[config.mk]
export PLATFORM = sky130hd
export DESIGN_NAME = rlp_stream_event_parser
export DESIGN_NICKNAME = d
export VERILOG_FILES = /design/src/rtl/rsep_pkg.sv /design/src/rtl/rlp_stream_event_parser.sv /design/src/rtl/rsep_front.sv /design/src/rtl/rsep_out.sv /design/src/rtl/rsep_back.sv
export SDC_FILE = /design/constraint.sdc
export NUM_CORES = 2
export LEC_CHECK = 0
export CELL_PAD_IN_SITES_DETAIL_PLACEMENT = 0
export CELL_PAD_IN_SITES_GLOBAL_PLACEMENT = 1
export CORE_ASPECT_RATIO = 0.7
export CORE_MARGIN = 1
export CORE_UTILIZATION = 30
export CTS_CLUSTER_SIZE = 16
export DETAILED_ROUTE_END_ITERATION = 6
export DONT_BUFFER_PORTS = 1
export PLACE_DENSITY_LB_ADDON = 0.1
export SYNTH_ARGS = -nofsm -noshare
export SYNTH_HDL_FRONTEND = slang
export SYNTH_HIERARCHICAL = 1
export SYNTH_SLANG_ARGS = --single-unit
[constraint.sdc]
create_clock -name clk -period 21.9 [get_ports clk]
set_input_delay 4.38 -clock clk [delete_from_list [all_inputs] [get_ports clk]]
set_output_delay 4.38 -clock clk [all_outputs]
set_load 0.05 [all_outputs]
[src/rtl/rsep_pkg.sv]
// rsep_pkg: types, codes and constants shared by the rlp stream event parser
// no dependencies; used by every module of the parser and by its checker
package rsep_pkg;

  localparam int STACK_DEPTH = 16;
  localparam int MAX_RESULTS = 20;
  localparam int CNT_W       = $clog2(MAX_RESULTS + 1);
  localparam int QUEUE_DEPTH = 4;

  // prefix byte boundaries
  localparam logic [7:0] PFX_SHORT_MAX   = 8'h7F;
  localparam logic [7:0] PFX_EMPTY       = 8'h80;
  localparam logic [7:0] PFX_STR_MAX     = 8'hB7;
  localparam logic [7:0] PFX_STR_LEN_MAX = 8'hBF;
  localparam logic [7:0] PFX_LIST        = 8'hC0;
  localparam logic [7:0] PFX_LIST_MAX    = 8'hF7;
  localparam logic [7:0] LEN_BYTES_MAX   = 8'd2;

  typedef enum logic [2:0] {
    K_BOTTOM   = 3'd0,
    K_LIST     = 3'd1,
    K_STR      = 3'd2,
    K_LIST_LEN = 3'd3,
    K_STR_LEN  = 3'd4
  } ctx_kind_t;

  typedef enum logic [2:0] {
    EV_LIST_START  = 3'd0,
    EV_LIST_END    = 3'd1,
    EV_BYTES_START = 3'd2,
    EV_PAYLOAD     = 3'd3,
    EV_BYTES_END   = 3'd4,
    EV_ERROR       = 3'd5
  } ev_kind_t;

  typedef enum logic [1:0] {
    ERR_TOO_LONG  = 2'd0,
    ERR_OVERFLOW  = 2'd1,
    ERR_UNDERFLOW = 2'd2,
    ERR_MALFORMED = 2'd3
  } err_t;

  // prefix class worked out by the front end
  typedef enum logic [2:0] {
    C_SHORT    = 3'd0,
    C_EMPTY    = 3'd1,
    C_STR      = 3'd2,
    C_STR_LEN  = 3'd3,
    C_LIST     = 3'd4,
    C_LIST_LEN = 3'd5,
    C_TOO_LONG = 3'd6
  } cls_t;

  typedef struct packed {
    logic       restart;
    logic [7:0] data;
    cls_t       cls;
  } q_item_t;

  typedef struct packed {
    ev_kind_t    kind;
    logic [15:0] length;
    logic [7:0]  payload;
    err_t        err;
  } ev_t;

  typedef struct packed {
    logic push;
    logic fin;
    ev_t  ev;
  } out_req_t;

  typedef enum logic [2:0] {
    BK_IDLE = 3'd0,
    BK_EMIT = 3'd1,
    BK_UPD  = 3'd2,
    BK_CAS  = 3'd3,
    BK_ERR  = 3'd4,
    BK_FIN  = 3'd5
  } bk_state_t;

  function automatic ev_t mk_ev(ev_kind_t kind, logic [15:0] len, logic [7:0] pay, err_t err);
    ev_t e;
    e.kind    = kind;
    e.length  = len;
    e.payload = pay;
    e.err     = err;
    return e;
  endfunction

endpackage

[src/rtl/rlp_stream_event_parser.sv]
// rlp_stream_event_parser: top level of the rlp stream event parser
// depends on rsep_pkg, rsep_front, rsep_back, rsep_out
//
//   channel | signals                                      | direction
//   in      | in_valid, in_ready, func, data_byte          | input item
//   out     | out_valid, out_ready, event_kind, length,    | one event
//           | payload, error_code, last                    |
//
// for each byte the back-end sequencer acts on the top context, requests each event it
// causes, leaves the event script, updates the list cursors, runs the cascade check and
// releases the last event. an error found before the list update skips it and the cascade.
// restart and ignored bytes are popped from the queue without that sequence. a four-entry
// queue lets bytes arrive while the sequencer works. reset is synchronous and empties the
// stack. a stalled output holds the sequencer at its next event.
module rlp_stream_event_parser #(
  parameter int STACK_DEPTH = rsep_pkg::STACK_DEPTH
) (
  input  logic        clk,
  input  logic        rst,
  input  logic        func,
  input  logic [7:0]  data_byte,
  input  logic        in_valid,
  output logic        in_ready,
  output logic [2:0]  event_kind,
  output logic [15:0] length,
  output logic [7:0]  payload,
  output logic [1:0]  error_code,
  output logic        last,
  output logic        out_valid,
  input  logic        out_ready
);

  logic               q_valid, q_pop, ack;
  rsep_pkg::q_item_t  q_item;
  rsep_pkg::out_req_t req;

  rsep_front u_front (
    .clk, .rst, .func, .data_byte, .in_valid, .in_ready,
    .q_valid, .q_item, .q_pop
  );

  rsep_back #(.STACK_DEPTH(STACK_DEPTH)) u_back (
    .clk, .rst, .q_valid, .q_item, .q_pop, .req, .ack
  );

  rsep_out u_out (
    .clk, .rst, .req, .ack, .event_kind, .length, .payload, .error_code,
    .last, .out_valid, .out_ready
  );

endmodule

[src/rtl/rsep_front.sv]
// rsep_front: input transfer, prefix classification and a short item queue
// depends on rsep_pkg
module rsep_front (
  input  logic               clk,
  input  logic               rst,
  input  logic               func,
  input  logic [7:0]         data_byte,
  input  logic               in_valid,
  output logic               in_ready,
  output logic               q_valid,
  output rsep_pkg::q_item_t  q_item,
  input  logic               q_pop
);

  localparam int QD  = rsep_pkg::QUEUE_DEPTH;
  localparam int PW  = $clog2(QD);
  localparam int CW  = $clog2(QD + 1);

  rsep_pkg::q_item_t mem [QD];
  logic [PW-1:0] wr_ptr, rd_ptr;
  logic [CW-1:0] count;
  rsep_pkg::cls_t cls;
  logic push, pop;

  // classify the byte as a prefix, independent of parser state
  always_comb begin
    if (data_byte <= rsep_pkg::PFX_SHORT_MAX) begin
      cls = rsep_pkg::C_SHORT;
    end else if (data_byte == rsep_pkg::PFX_EMPTY) begin
      cls = rsep_pkg::C_EMPTY;
    end else if (data_byte <= rsep_pkg::PFX_STR_MAX) begin
      cls = rsep_pkg::C_STR;
    end else if (data_byte <= rsep_pkg::PFX_STR_LEN_MAX) begin
      cls = (data_byte - rsep_pkg::PFX_STR_MAX <= rsep_pkg::LEN_BYTES_MAX) ?
            rsep_pkg::C_STR_LEN : rsep_pkg::C_TOO_LONG;
    end else if (data_byte <= rsep_pkg::PFX_LIST_MAX) begin
      cls = rsep_pkg::C_LIST;
    end else begin
      cls = (data_byte - rsep_pkg::PFX_LIST_MAX <= rsep_pkg::LEN_BYTES_MAX) ?
            rsep_pkg::C_LIST_LEN : rsep_pkg::C_TOO_LONG;
    end
  end

  assign in_ready = (count != CW'(QD));
  assign push     = in_valid && in_ready;
  assign q_valid  = (count != '0);
  assign pop      = q_pop && q_valid;
  assign q_item   = mem[rd_ptr];

  // queue storage
  always_ff @(posedge clk) begin
    if (push) begin
      mem[wr_ptr] <= '{restart: func, data: data_byte, cls: cls};
    end
  end

  // queue pointers
  always_ff @(posedge clk) begin
    if (rst) begin
      wr_ptr <= '0;
      rd_ptr <= '0;
      count  <= '0;
    end else begin
      if (push) wr_ptr <= PW'(wr_ptr + 1'b1);
      if (pop) rd_ptr <= PW'(rd_ptr + 1'b1);
      if (push && !pop) begin
        count <= CW'(count + 1'b1);
      end else if (pop && !push) begin
        count <= CW'(count - 1'b1);
      end
    end
  end

endmodule

[src/rtl/rsep_out.sv]
// rsep_out: one-event hold stage that marks the last event, and output register
// depends on rsep_pkg
module rsep_out (
  input  logic               clk,
  input  logic               rst,
  input  rsep_pkg::out_req_t req,
  output logic               ack,
  output logic [2:0]         event_kind,
  output logic [15:0]        length,
  output logic [7:0]         payload,
  output logic [1:0]         error_code,
  output logic               last,
  output logic               out_valid,
  input  logic               out_ready
);

  rsep_pkg::ev_t hold;
  logic hold_v, out_free, load, load_last;

  assign out_free  = !out_valid || out_ready;
  assign ack       = !hold_v || out_free;
  assign load      = hold_v && out_free && (req.push || req.fin);
  assign load_last = req.fin;

  // hold register
  always_ff @(posedge clk) begin
    if (rst) begin
      hold_v <= 1'b0;
    end else if (req.push && ack) begin
      hold_v <= 1'b1;
    end else if (req.fin && ack) begin
      hold_v <= 1'b0;
    end
  end

  always_ff @(posedge clk) begin
    if (req.push && ack) hold <= req.ev;
  end

  // output register
  always_ff @(posedge clk) begin
    if (rst) begin
      out_valid <= 1'b0;
    end else if (load) begin
      out_valid <= 1'b1;
    end else if (out_ready) begin
      out_valid <= 1'b0;
    end
  end

  always_ff @(posedge clk) begin
    if (load) begin
      event_kind <= hold.kind;
      length     <= hold.length;
      payload    <= hold.payload;
      error_code <= hold.err;
      last       <= load_last;
    end
  end

endmodule

[src/rtl/rsep_back.sv]
// rsep_back: context stack, per-byte sequencer, list cursor update and pop cascade
// depends on rsep_pkg
module rsep_back #(
  parameter int STACK_DEPTH = rsep_pkg::STACK_DEPTH
) (
  input  logic               clk,
  input  logic               rst,
  input  logic               q_valid,
  input  rsep_pkg::q_item_t  q_item,
  output logic               q_pop,
  output rsep_pkg::out_req_t req,
  input  logic               ack
);

  localparam int TW = $clog2(STACK_DEPTH + 1);
  localparam int CW = rsep_pkg::CNT_W;

  rsep_pkg::ctx_kind_t kind   [STACK_DEPTH+1];
  logic [15:0]         size   [STACK_DEPTH+1];
  logic [15:0]         cursor [STACK_DEPTH+1];
  logic [TW-1:0]       top;
  logic                halted;

  rsep_pkg::bk_state_t state, state_next;
  rsep_pkg::ev_t       evq [4];
  logic [2:0]          evq_n;
  logic                err_pend;
  rsep_pkg::err_t      err_code;
  logic [STACK_DEPTH:0] done_vec;
  logic [CW-1:0]       cnt;
  logic                drop, go;

  // first phase results
  rsep_pkg::ev_t       a_ev [4];
  logic [2:0]          a_n;
  logic                a_err;
  rsep_pkg::err_t      a_code;
  logic                w_en, p_en;
  rsep_pkg::ctx_kind_t w_kind, p_kind;
  logic [15:0]         w_size, w_cur, p_size;
  logic [TW-1:0]       top_a;
  logic                take;

  // first phase: act on the top context and the byte's prefix class
  always_comb begin
    rsep_pkg::ctx_kind_t tk;
    logic [15:0] ts, tc, nc;
    logic [7:0]  b;
    logic        do_str, do_pfx, full;
    tk = kind[top];
    ts = size[top];
    tc = cursor[top];
    b  = q_item.data;
    full = (top >= TW'(STACK_DEPTH));
    for (int i = 0; i < 4; i++) a_ev[i] = '0;
    a_n    = '0;
    a_err  = 1'b0;
    a_code = rsep_pkg::ERR_TOO_LONG;
    w_en   = 1'b0;
    w_kind = tk;
    w_size = ts;
    w_cur  = tc;
    p_en   = 1'b0;
    p_kind = rsep_pkg::K_STR;
    p_size = '0;
    top_a  = top;
    do_str = 1'b0;
    do_pfx = 1'b0;
    nc     = '0;
    case (tk)
      rsep_pkg::K_LIST_LEN, rsep_pkg::K_STR_LEN: begin
        w_en = 1'b1;
        if (ts == '0) begin
          // length complete: turn into an open list or byte array
          w_size = tc;
          w_cur  = '0;
          if (tk == rsep_pkg::K_LIST_LEN) begin
            w_kind = rsep_pkg::K_LIST;
            a_ev[a_n[1:0]] = rsep_pkg::mk_ev(rsep_pkg::EV_LIST_START, tc, 8'd0,
                                             rsep_pkg::ERR_TOO_LONG);
            do_pfx = 1'b1;
          end else begin
            w_kind = rsep_pkg::K_STR;
            a_ev[a_n[1:0]] = rsep_pkg::mk_ev(rsep_pkg::EV_BYTES_START, tc, 8'd0,
                                             rsep_pkg::ERR_TOO_LONG);
            do_str = 1'b1;
          end
          a_n = a_n + 3'd1;
        end else begin
          // shift in one more length byte
          w_size = ts - 16'd1;
          w_cur  = {tc[7:0], b};
          if (w_size == '0 && w_cur == '0) begin
            a_err  = 1'b1;
            a_code = rsep_pkg::ERR_MALFORMED;
          end
        end
      end
      rsep_pkg::K_STR: begin
        do_str = 1'b1;
      end
      default: begin
        do_pfx = 1'b1;
      end
    endcase
    // payload byte of an open byte array
    if (do_str) begin
      a_ev[a_n[1:0]] = rsep_pkg::mk_ev(rsep_pkg::EV_PAYLOAD, 16'd0, b, rsep_pkg::ERR_TOO_LONG);
      a_n = a_n + 3'd1;
      nc = w_cur + 16'd1;
      w_en  = 1'b1;
      w_cur = nc;
      if (nc == w_size) begin
        a_ev[a_n[1:0]] = rsep_pkg::mk_ev(rsep_pkg::EV_BYTES_END, 16'd0, 8'd0,
                                         rsep_pkg::ERR_TOO_LONG);
        a_n = a_n + 3'd1;
        top_a = TW'(top - 1'b1);
      end
    end
    // new item prefix
    if (do_pfx) begin
      case (q_item.cls)
        rsep_pkg::C_SHORT: begin
          a_ev[a_n[1:0]] = rsep_pkg::mk_ev(rsep_pkg::EV_BYTES_START, 16'd1, 8'd0,
                                           rsep_pkg::ERR_TOO_LONG);
          a_n = a_n + 3'd1;
          a_ev[a_n[1:0]] = rsep_pkg::mk_ev(rsep_pkg::EV_PAYLOAD, 16'd0, b,
                                           rsep_pkg::ERR_TOO_LONG);
          a_n = a_n + 3'd1;
          a_ev[a_n[1:0]] = rsep_pkg::mk_ev(rsep_pkg::EV_BYTES_END, 16'd0, 8'd0,
                                           rsep_pkg::ERR_TOO_LONG);
          a_n = a_n + 3'd1;
        end
        rsep_pkg::C_EMPTY: begin
          a_ev[a_n[1:0]] = rsep_pkg::mk_ev(rsep_pkg::EV_BYTES_START, 16'd0, 8'd0,
                                           rsep_pkg::ERR_TOO_LONG);
          a_n = a_n + 3'd1;
          a_ev[a_n[1:0]] = rsep_pkg::mk_ev(rsep_pkg::EV_BYTES_END, 16'd0, 8'd0,
                                           rsep_pkg::ERR_TOO_LONG);
          a_n = a_n + 3'd1;
        end
        rsep_pkg::C_TOO_LONG: begin
          a_err  = 1'b1;
          a_code = rsep_pkg::ERR_TOO_LONG;
        end
        default: begin
          // every remaining class pushes a context unless the stack is full
          if (full) begin
            a_err  = 1'b1;
            a_code = rsep_pkg::ERR_OVERFLOW;
          end else begin
            p_en  = 1'b1;
            top_a = TW'(top + 1'b1);
            case (q_item.cls)
              rsep_pkg::C_STR: begin
                p_kind = rsep_pkg::K_STR;
                p_size = {8'd0, 8'(b - rsep_pkg::PFX_EMPTY)};
                a_ev[a_n[1:0]] = rsep_pkg::mk_ev(rsep_pkg::EV_BYTES_START, p_size, 8'd0,
                                                 rsep_pkg::ERR_TOO_LONG);
                a_n = a_n + 3'd1;
              end
              rsep_pkg::C_STR_LEN: begin
                p_kind = rsep_pkg::K_STR_LEN;
                p_size = {8'd0, 8'(b - rsep_pkg::PFX_STR_MAX)};
              end
              rsep_pkg::C_LIST: begin
                p_kind = rsep_pkg::K_LIST;
                p_size = {8'd0, 8'(b - rsep_pkg::PFX_LIST)} + 16'd1;
                a_ev[a_n[1:0]] = rsep_pkg::mk_ev(rsep_pkg::EV_LIST_START,
                                                 {8'd0, 8'(b - rsep_pkg::PFX_LIST)}, 8'd0,
                                                 rsep_pkg::ERR_TOO_LONG);
                a_n = a_n + 3'd1;
              end
              default: begin
                p_kind = rsep_pkg::K_LIST_LEN;
                p_size = {8'd0, 8'(b - rsep_pkg::PFX_LIST_MAX)};
              end
            endcase
          end
        end
      endcase
    end
  end

  assign drop = (cnt >= CW'(rsep_pkg::MAX_RESULTS));
  assign take = (state == rsep_pkg::BK_IDLE) && q_valid && !q_item.restart && !halted;

  // sequencer next state and event requests
  always_comb begin
    state_next = state;
    q_pop      = 1'b0;
    req        = '0;
    go         = 1'b0;
    case (state)
      rsep_pkg::BK_IDLE: begin
        q_pop = q_valid;
        if (take) state_next = rsep_pkg::BK_EMIT;
      end
      rsep_pkg::BK_EMIT: begin
        if (evq_n == '0) begin
          state_next = err_pend ? rsep_pkg::BK_ERR : rsep_pkg::BK_UPD;
        end else begin
          req.push = !drop;
          req.ev   = evq[0];
          go       = drop || ack;
        end
      end
      rsep_pkg::BK_UPD: begin
        state_next = rsep_pkg::BK_CAS;
      end
      rsep_pkg::BK_CAS: begin
        if (done_vec[top]) begin
          req.push = !drop;
          req.ev   = rsep_pkg::mk_ev(rsep_pkg::EV_LIST_END, 16'd0, 8'd0,
                                     rsep_pkg::ERR_TOO_LONG);
          go       = drop || ack;
        end else if (|done_vec) begin
          state_next = rsep_pkg::BK_ERR;
        end else begin
          state_next = rsep_pkg::BK_FIN;
        end
      end
      rsep_pkg::BK_ERR: begin
        req.push = !drop;
        req.ev   = rsep_pkg::mk_ev(rsep_pkg::EV_ERROR, 16'd0, 8'd0, err_code);
        go       = drop || ack;
        if (go) state_next = rsep_pkg::BK_FIN;
      end
      rsep_pkg::BK_FIN: begin
        req.fin = 1'b1;
        if (ack) state_next = rsep_pkg::BK_IDLE;
      end
      default: begin
        state_next = rsep_pkg::BK_IDLE;
      end
    endcase
  end

  // state register
  always_ff @(posedge clk) begin
    if (rst) begin
      state <= rsep_pkg::BK_IDLE;
    end else begin
      state <= state_next;
    end
  end

  // control registers
  always_ff @(posedge clk) begin
    if (rst) begin
      top    <= '0;
      halted <= 1'b0;
      evq_n  <= '0;
      cnt    <= '0;
    end else begin
      if (state == rsep_pkg::BK_IDLE && q_valid && q_item.restart) begin
        top    <= '0;
        halted <= 1'b0;
      end
      if (take) begin
        top   <= top_a;
        evq_n <= a_n;
        cnt   <= '0;
      end
      if (go && !drop) cnt <= CW'(cnt + 1'b1);
      if (state == rsep_pkg::BK_EMIT && go) evq_n <= evq_n - 3'd1;
      if (state == rsep_pkg::BK_CAS && go) top <= TW'(top - 1'b1);
      if (state == rsep_pkg::BK_ERR && go) halted <= 1'b1;
    end
  end

  // event script, error code and done flags
  always_ff @(posedge clk) begin
    if (take) begin
      evq      <= a_ev;
      err_pend <= a_err;
      err_code <= a_code;
    end
    if (state == rsep_pkg::BK_EMIT && go) begin
      evq[0] <= evq[1];
      evq[1] <= evq[2];
      evq[2] <= evq[3];
    end
    if (state == rsep_pkg::BK_CAS && !done_vec[top] && (|done_vec)) begin
      err_code <= rsep_pkg::ERR_MALFORMED;
    end
    if (state == rsep_pkg::BK_CAS && go) done_vec[top] <= 1'b0;
    if (state == rsep_pkg::BK_UPD) begin
      done_vec[0] <= 1'b0;
      for (int i = 1; i <= STACK_DEPTH; i++) begin
        done_vec[i] <= (TW'(i) <= top) && (kind[i] == rsep_pkg::K_LIST) &&
                       (cursor[i] + 16'd1 == size[i]);
      end
    end
  end

  // context stack: top entry update, push, parallel list cursor advance
  always_ff @(posedge clk) begin
    if (rst) begin
      kind[0]   <= rsep_pkg::K_BOTTOM;
      size[0]   <= '0;
      cursor[0] <= '0;
    end else begin
      if (take && w_en) begin
        kind[top]   <= w_kind;
        size[top]   <= w_size;
        cursor[top] <= w_cur;
      end
      if (take && p_en) begin
        kind[top_a]   <= p_kind;
        size[top_a]   <= p_size;
        cursor[top_a] <= '0;
      end
      if (state == rsep_pkg::BK_UPD) begin
        for (int i = 1; i <= STACK_DEPTH; i++) begin
          if ((TW'(i) <= top) && (kind[i] == rsep_pkg::K_LIST)) begin
            cursor[i] <= cursor[i] + 16'd1;
          end
        end
      end
    end
  end

endmodule

==> flow_summary.toml <==
[synth]
synthCells = 7760
synth_area_mm2 = 0.0753
ys.flop_type = "dfxtp_1"
synth_top_area_share_pct = 23.6
yosysTopAreaCell = "edfxtp_1"
synth_edf_count = 592
async_reset_ff_share_pct = 0
synthesis.nets = 7825
ys_warn_count = 6
synth_cell_types = 114
synthTopCellsByCount = "928 x nor2_1, 809 x nand2_1, 772 x dfxtp_1"
ys_seq_elements = 1364
yosysSeqAreaShare_pct = 44.2
synthTopCellsByArea = "edfxtp_1 24%, dfxtp_1 21%, xnor2_1 5.9%, mux2i_1 5.3%, nor2_1 4.6%"
avgSynthCellArea_um2 = 9.70
synth_most_common_cell = "nor2_1"

[route]
wl_um = 409000
num_vias = 65400
drt_iter0_drc = 10200
ant_nets = 0
wl_per_cell_um = 37.2
drcViolationCount = 0
vias_per_cell = 5.95
drt_pass1_iterations = 6

[worst_setup_path]
path_max_fanout = 104
crit_type = "reg2reg"
r2r_end = "u_back/evq[111]$_SDFFCE_PP0P_"
rr_worst_depth = 35
cp.arrival_ns = 13.86
cp-start-kind = "register"
reg2reg_slack_ns = 8.73
critPathMaxStageDelay_ns = 0.99
end_kind = "register"
crit_required_ns = 22.59
cp_slowest_cell = "buf_4"

[sta]
finalHoldViolCount = 0
post-route-period-util_pct = 60.1
skew_ns = 0.0820
fmaxAchievable_mhz = 75.9
rsz0062_at_grt = "no"
drv_slew = 7
max-slew-margin-rel_pct = -1.82
worstMarginPinSlew_ns = 1.51
setup_ws_ns = 8.73
fin_crit_ns = 13.17
finalSetupViolations = 0
tns_ns = 0

[placed_design]
finalWeightedCongestion = 0.975
dp_cells = 10700
hpwlAfterDp_um = 293000
pre_cts_ws_ns = 9.07
port_buffers = 0

[global_route]
antenna_found_initial = 67
grt_pass1_vias = 58200
track_usage_pct = 31.3
grt_max_degree = 110
grt-ovfl-total = 0
grt_pass1_wl_um = 543000

[power]
comb_power_share_pct = 45.0
clock_power_share_pct = 25.2
power_uw = 10500
power.density_mw_per_mm2 = 125
p_sw_share_pct = 48.5
irDropWorstVdd_uv = 145
cellLeakagePower_uw = 0.0282
sequentialPowerShare_pct = 29.8
netSwitchingPower_uw = 5070
cellInternalPower_uw = 5390

[floorplanning]
start_util_pct = 30.2
dieArea_mm2 = 0.253
ios = 45
die_w_um = 601
dieHeight_um = 421
core_area_mm2 = 0.249
fp-row-count = 153

[clock_tree]
clk_pin_slew_ns = 0.06
clk_latency_ns = 0.88
numCtsBuffers = 160
cts_resized = 0
h-tree-depth = 4
cts.sinks = 1364
cts_root_buf = "clkbuf_16"
post_cts_buffers = 0
cts.path.max_buffers = 4
cts_tree = "built"
hold_buffers = 0

[run_status]
status = "complete, but fails checks"
failed_checks = "capacitance limit, slew limit"

[cells_and_area]
final_cells = 11000
drive_gt1_share_pct = 11.9
syn2layout_area_growth_pct = 10.8
layout.nets = 7592

[hold_path]
hp-start = "u_out/hold[23]$_DFFE_PP_"
hold_path_end = "u_out/length[13]$_DFFE_PP_"
hold_depth = 0
holdCritPathClass = "reg2reg"

[flow_run]
maxCapViolCount = 1
cells by family after synthesis:
family / count (synthesis) / share of synthesized area (%)
xor+xnor: 711 / 8.28
compound gates: 1717 / 15.6
mux: 582 / 10.3
simple gates: 2609 / 15.9
fa+ha+maj: 52 / 0.874
buf+inv: 725 / 4.92
flops: 1364 / 44.2
critical path: cells and delay by family, from the launching register on:
family | cells | cell delay (ns)
DFF | 1 | 0.84
buffers and inverters | 7 | 3.33
AOI/OAI and AO/OA | 7 | 3.08
adders and majority gates | 4 | 1.33
and+or+nand+nor | 13 | 3.11
muxes | 4 | 1.02
state kept, by name, summed over array words and instances, names as in the netlist, 3 cells and up, named ones only:
register          count
u_back/evq_n          3
u_back/cnt            5
u_back/evq           84
u_back/done_vec      17
u_back/cursor       512
u_out/payload         8
u_front/count         3
u_back/kind          96
u_out/hold           29
u_back/state          3
u_out/event_kind      3
u_back/top            5
u_front/mem          48
u_out/length         16
u_back/size         512
power groups by stage:
stage	Sequential, uW	Clock [uW]	Combinational [uW]
6_report	3110	2640	4710
5_1_grt	3120	2780	4690
4_1_cts	3100	2690	4540
3_5_place_dp	3160	0	4530
3_3_place_gp	3160	0	4550
2_1_floorplan	3000	0	2340
layer usage:
| layer | vias to the layer above | share of wire (%) | GRT usage [%] |
|---|---|---|---|
| li1 | 27700 | - | - |
| met1 | 33400 | 48 | 49.1 |
| met2 | 3832 | 37 | 39.7 |
| met3 | 479 | 12 | 9.77 |
| met4 | 14 | 3.0 | 8.55 |
| met5 | - | 0.033 | 0 |
layout make-up:
type / instances / area, um2
Antenna cell: 9 / 22.5
Timing Repair Buffer: 252 / 1920
Fill cell: 25500 / 165000
Multi-Input combinational cell: 5671 / 38900
Sequential cell: 1364 / 33200
Tap cell: 3332 / 4170
Clock buffer: 227 / 4410
Inverter: 78 / 293
Clock inverter: 53 / 453
stage by stage:
stage	area, um2	util (%)	hold slack, ns
final	83400	33.5	0.410
after detailed placement	78500	31.6	0.405
after global routing	83400	33.5	0.401
after floorplan	75300	-	0.400
after global placement	78500	31.5	0.407
after CTS	83400	33.5	0.397
layout by cell type, fill, tap and decap left out, types with 55 or more instances in the layout:
cell type	synthesis	routed
a211oi_1	259	259
a211oi_2	68	68
a21oi_1	401	397
a22o_1	55	55
a22oi_1	107	106
and2_1	70	68
and3_1	137	135
buf_4	57	249
clkbuf_16	0	161
dfxtp_1	772	769
edfxtp_1	592	592
inv_1	73	73
mux2i_1	399	398
mux4_2	150	150
nand2_1	809	804
nand3_1	220	215
nand4_1	85	85
nor2_1	928	917
nor3_1	90	78
o21ai_0	310	301
o22ai_1	225	225
xnor2_1	504	493
xor2_1	206	201
worst max path at each step:
stage / start / end / cells past startpoint
2_1_floorplan: register / u_back/evq[112]$_SDFFCE_PP0P_ / 34
3_3_place_gp: register / u_back/evq[109]$_SDFFCE_PP0P_ / 35
3_5_place_dp: register / u_back/evq[111]$_SDFFCE_PP0P_ / 35
4_1_cts: register / u_back/evq[111]$_SDFFCE_PP0P_ / 35
5_1_grt: register / u_back/evq[109]$_SDFFCE_PP0P_ / 35
6_report: register / u_back/evq[111]$_SDFFCE_PP0P_ / 35
No activity file was read; power rests on OpenSTA's default activity.
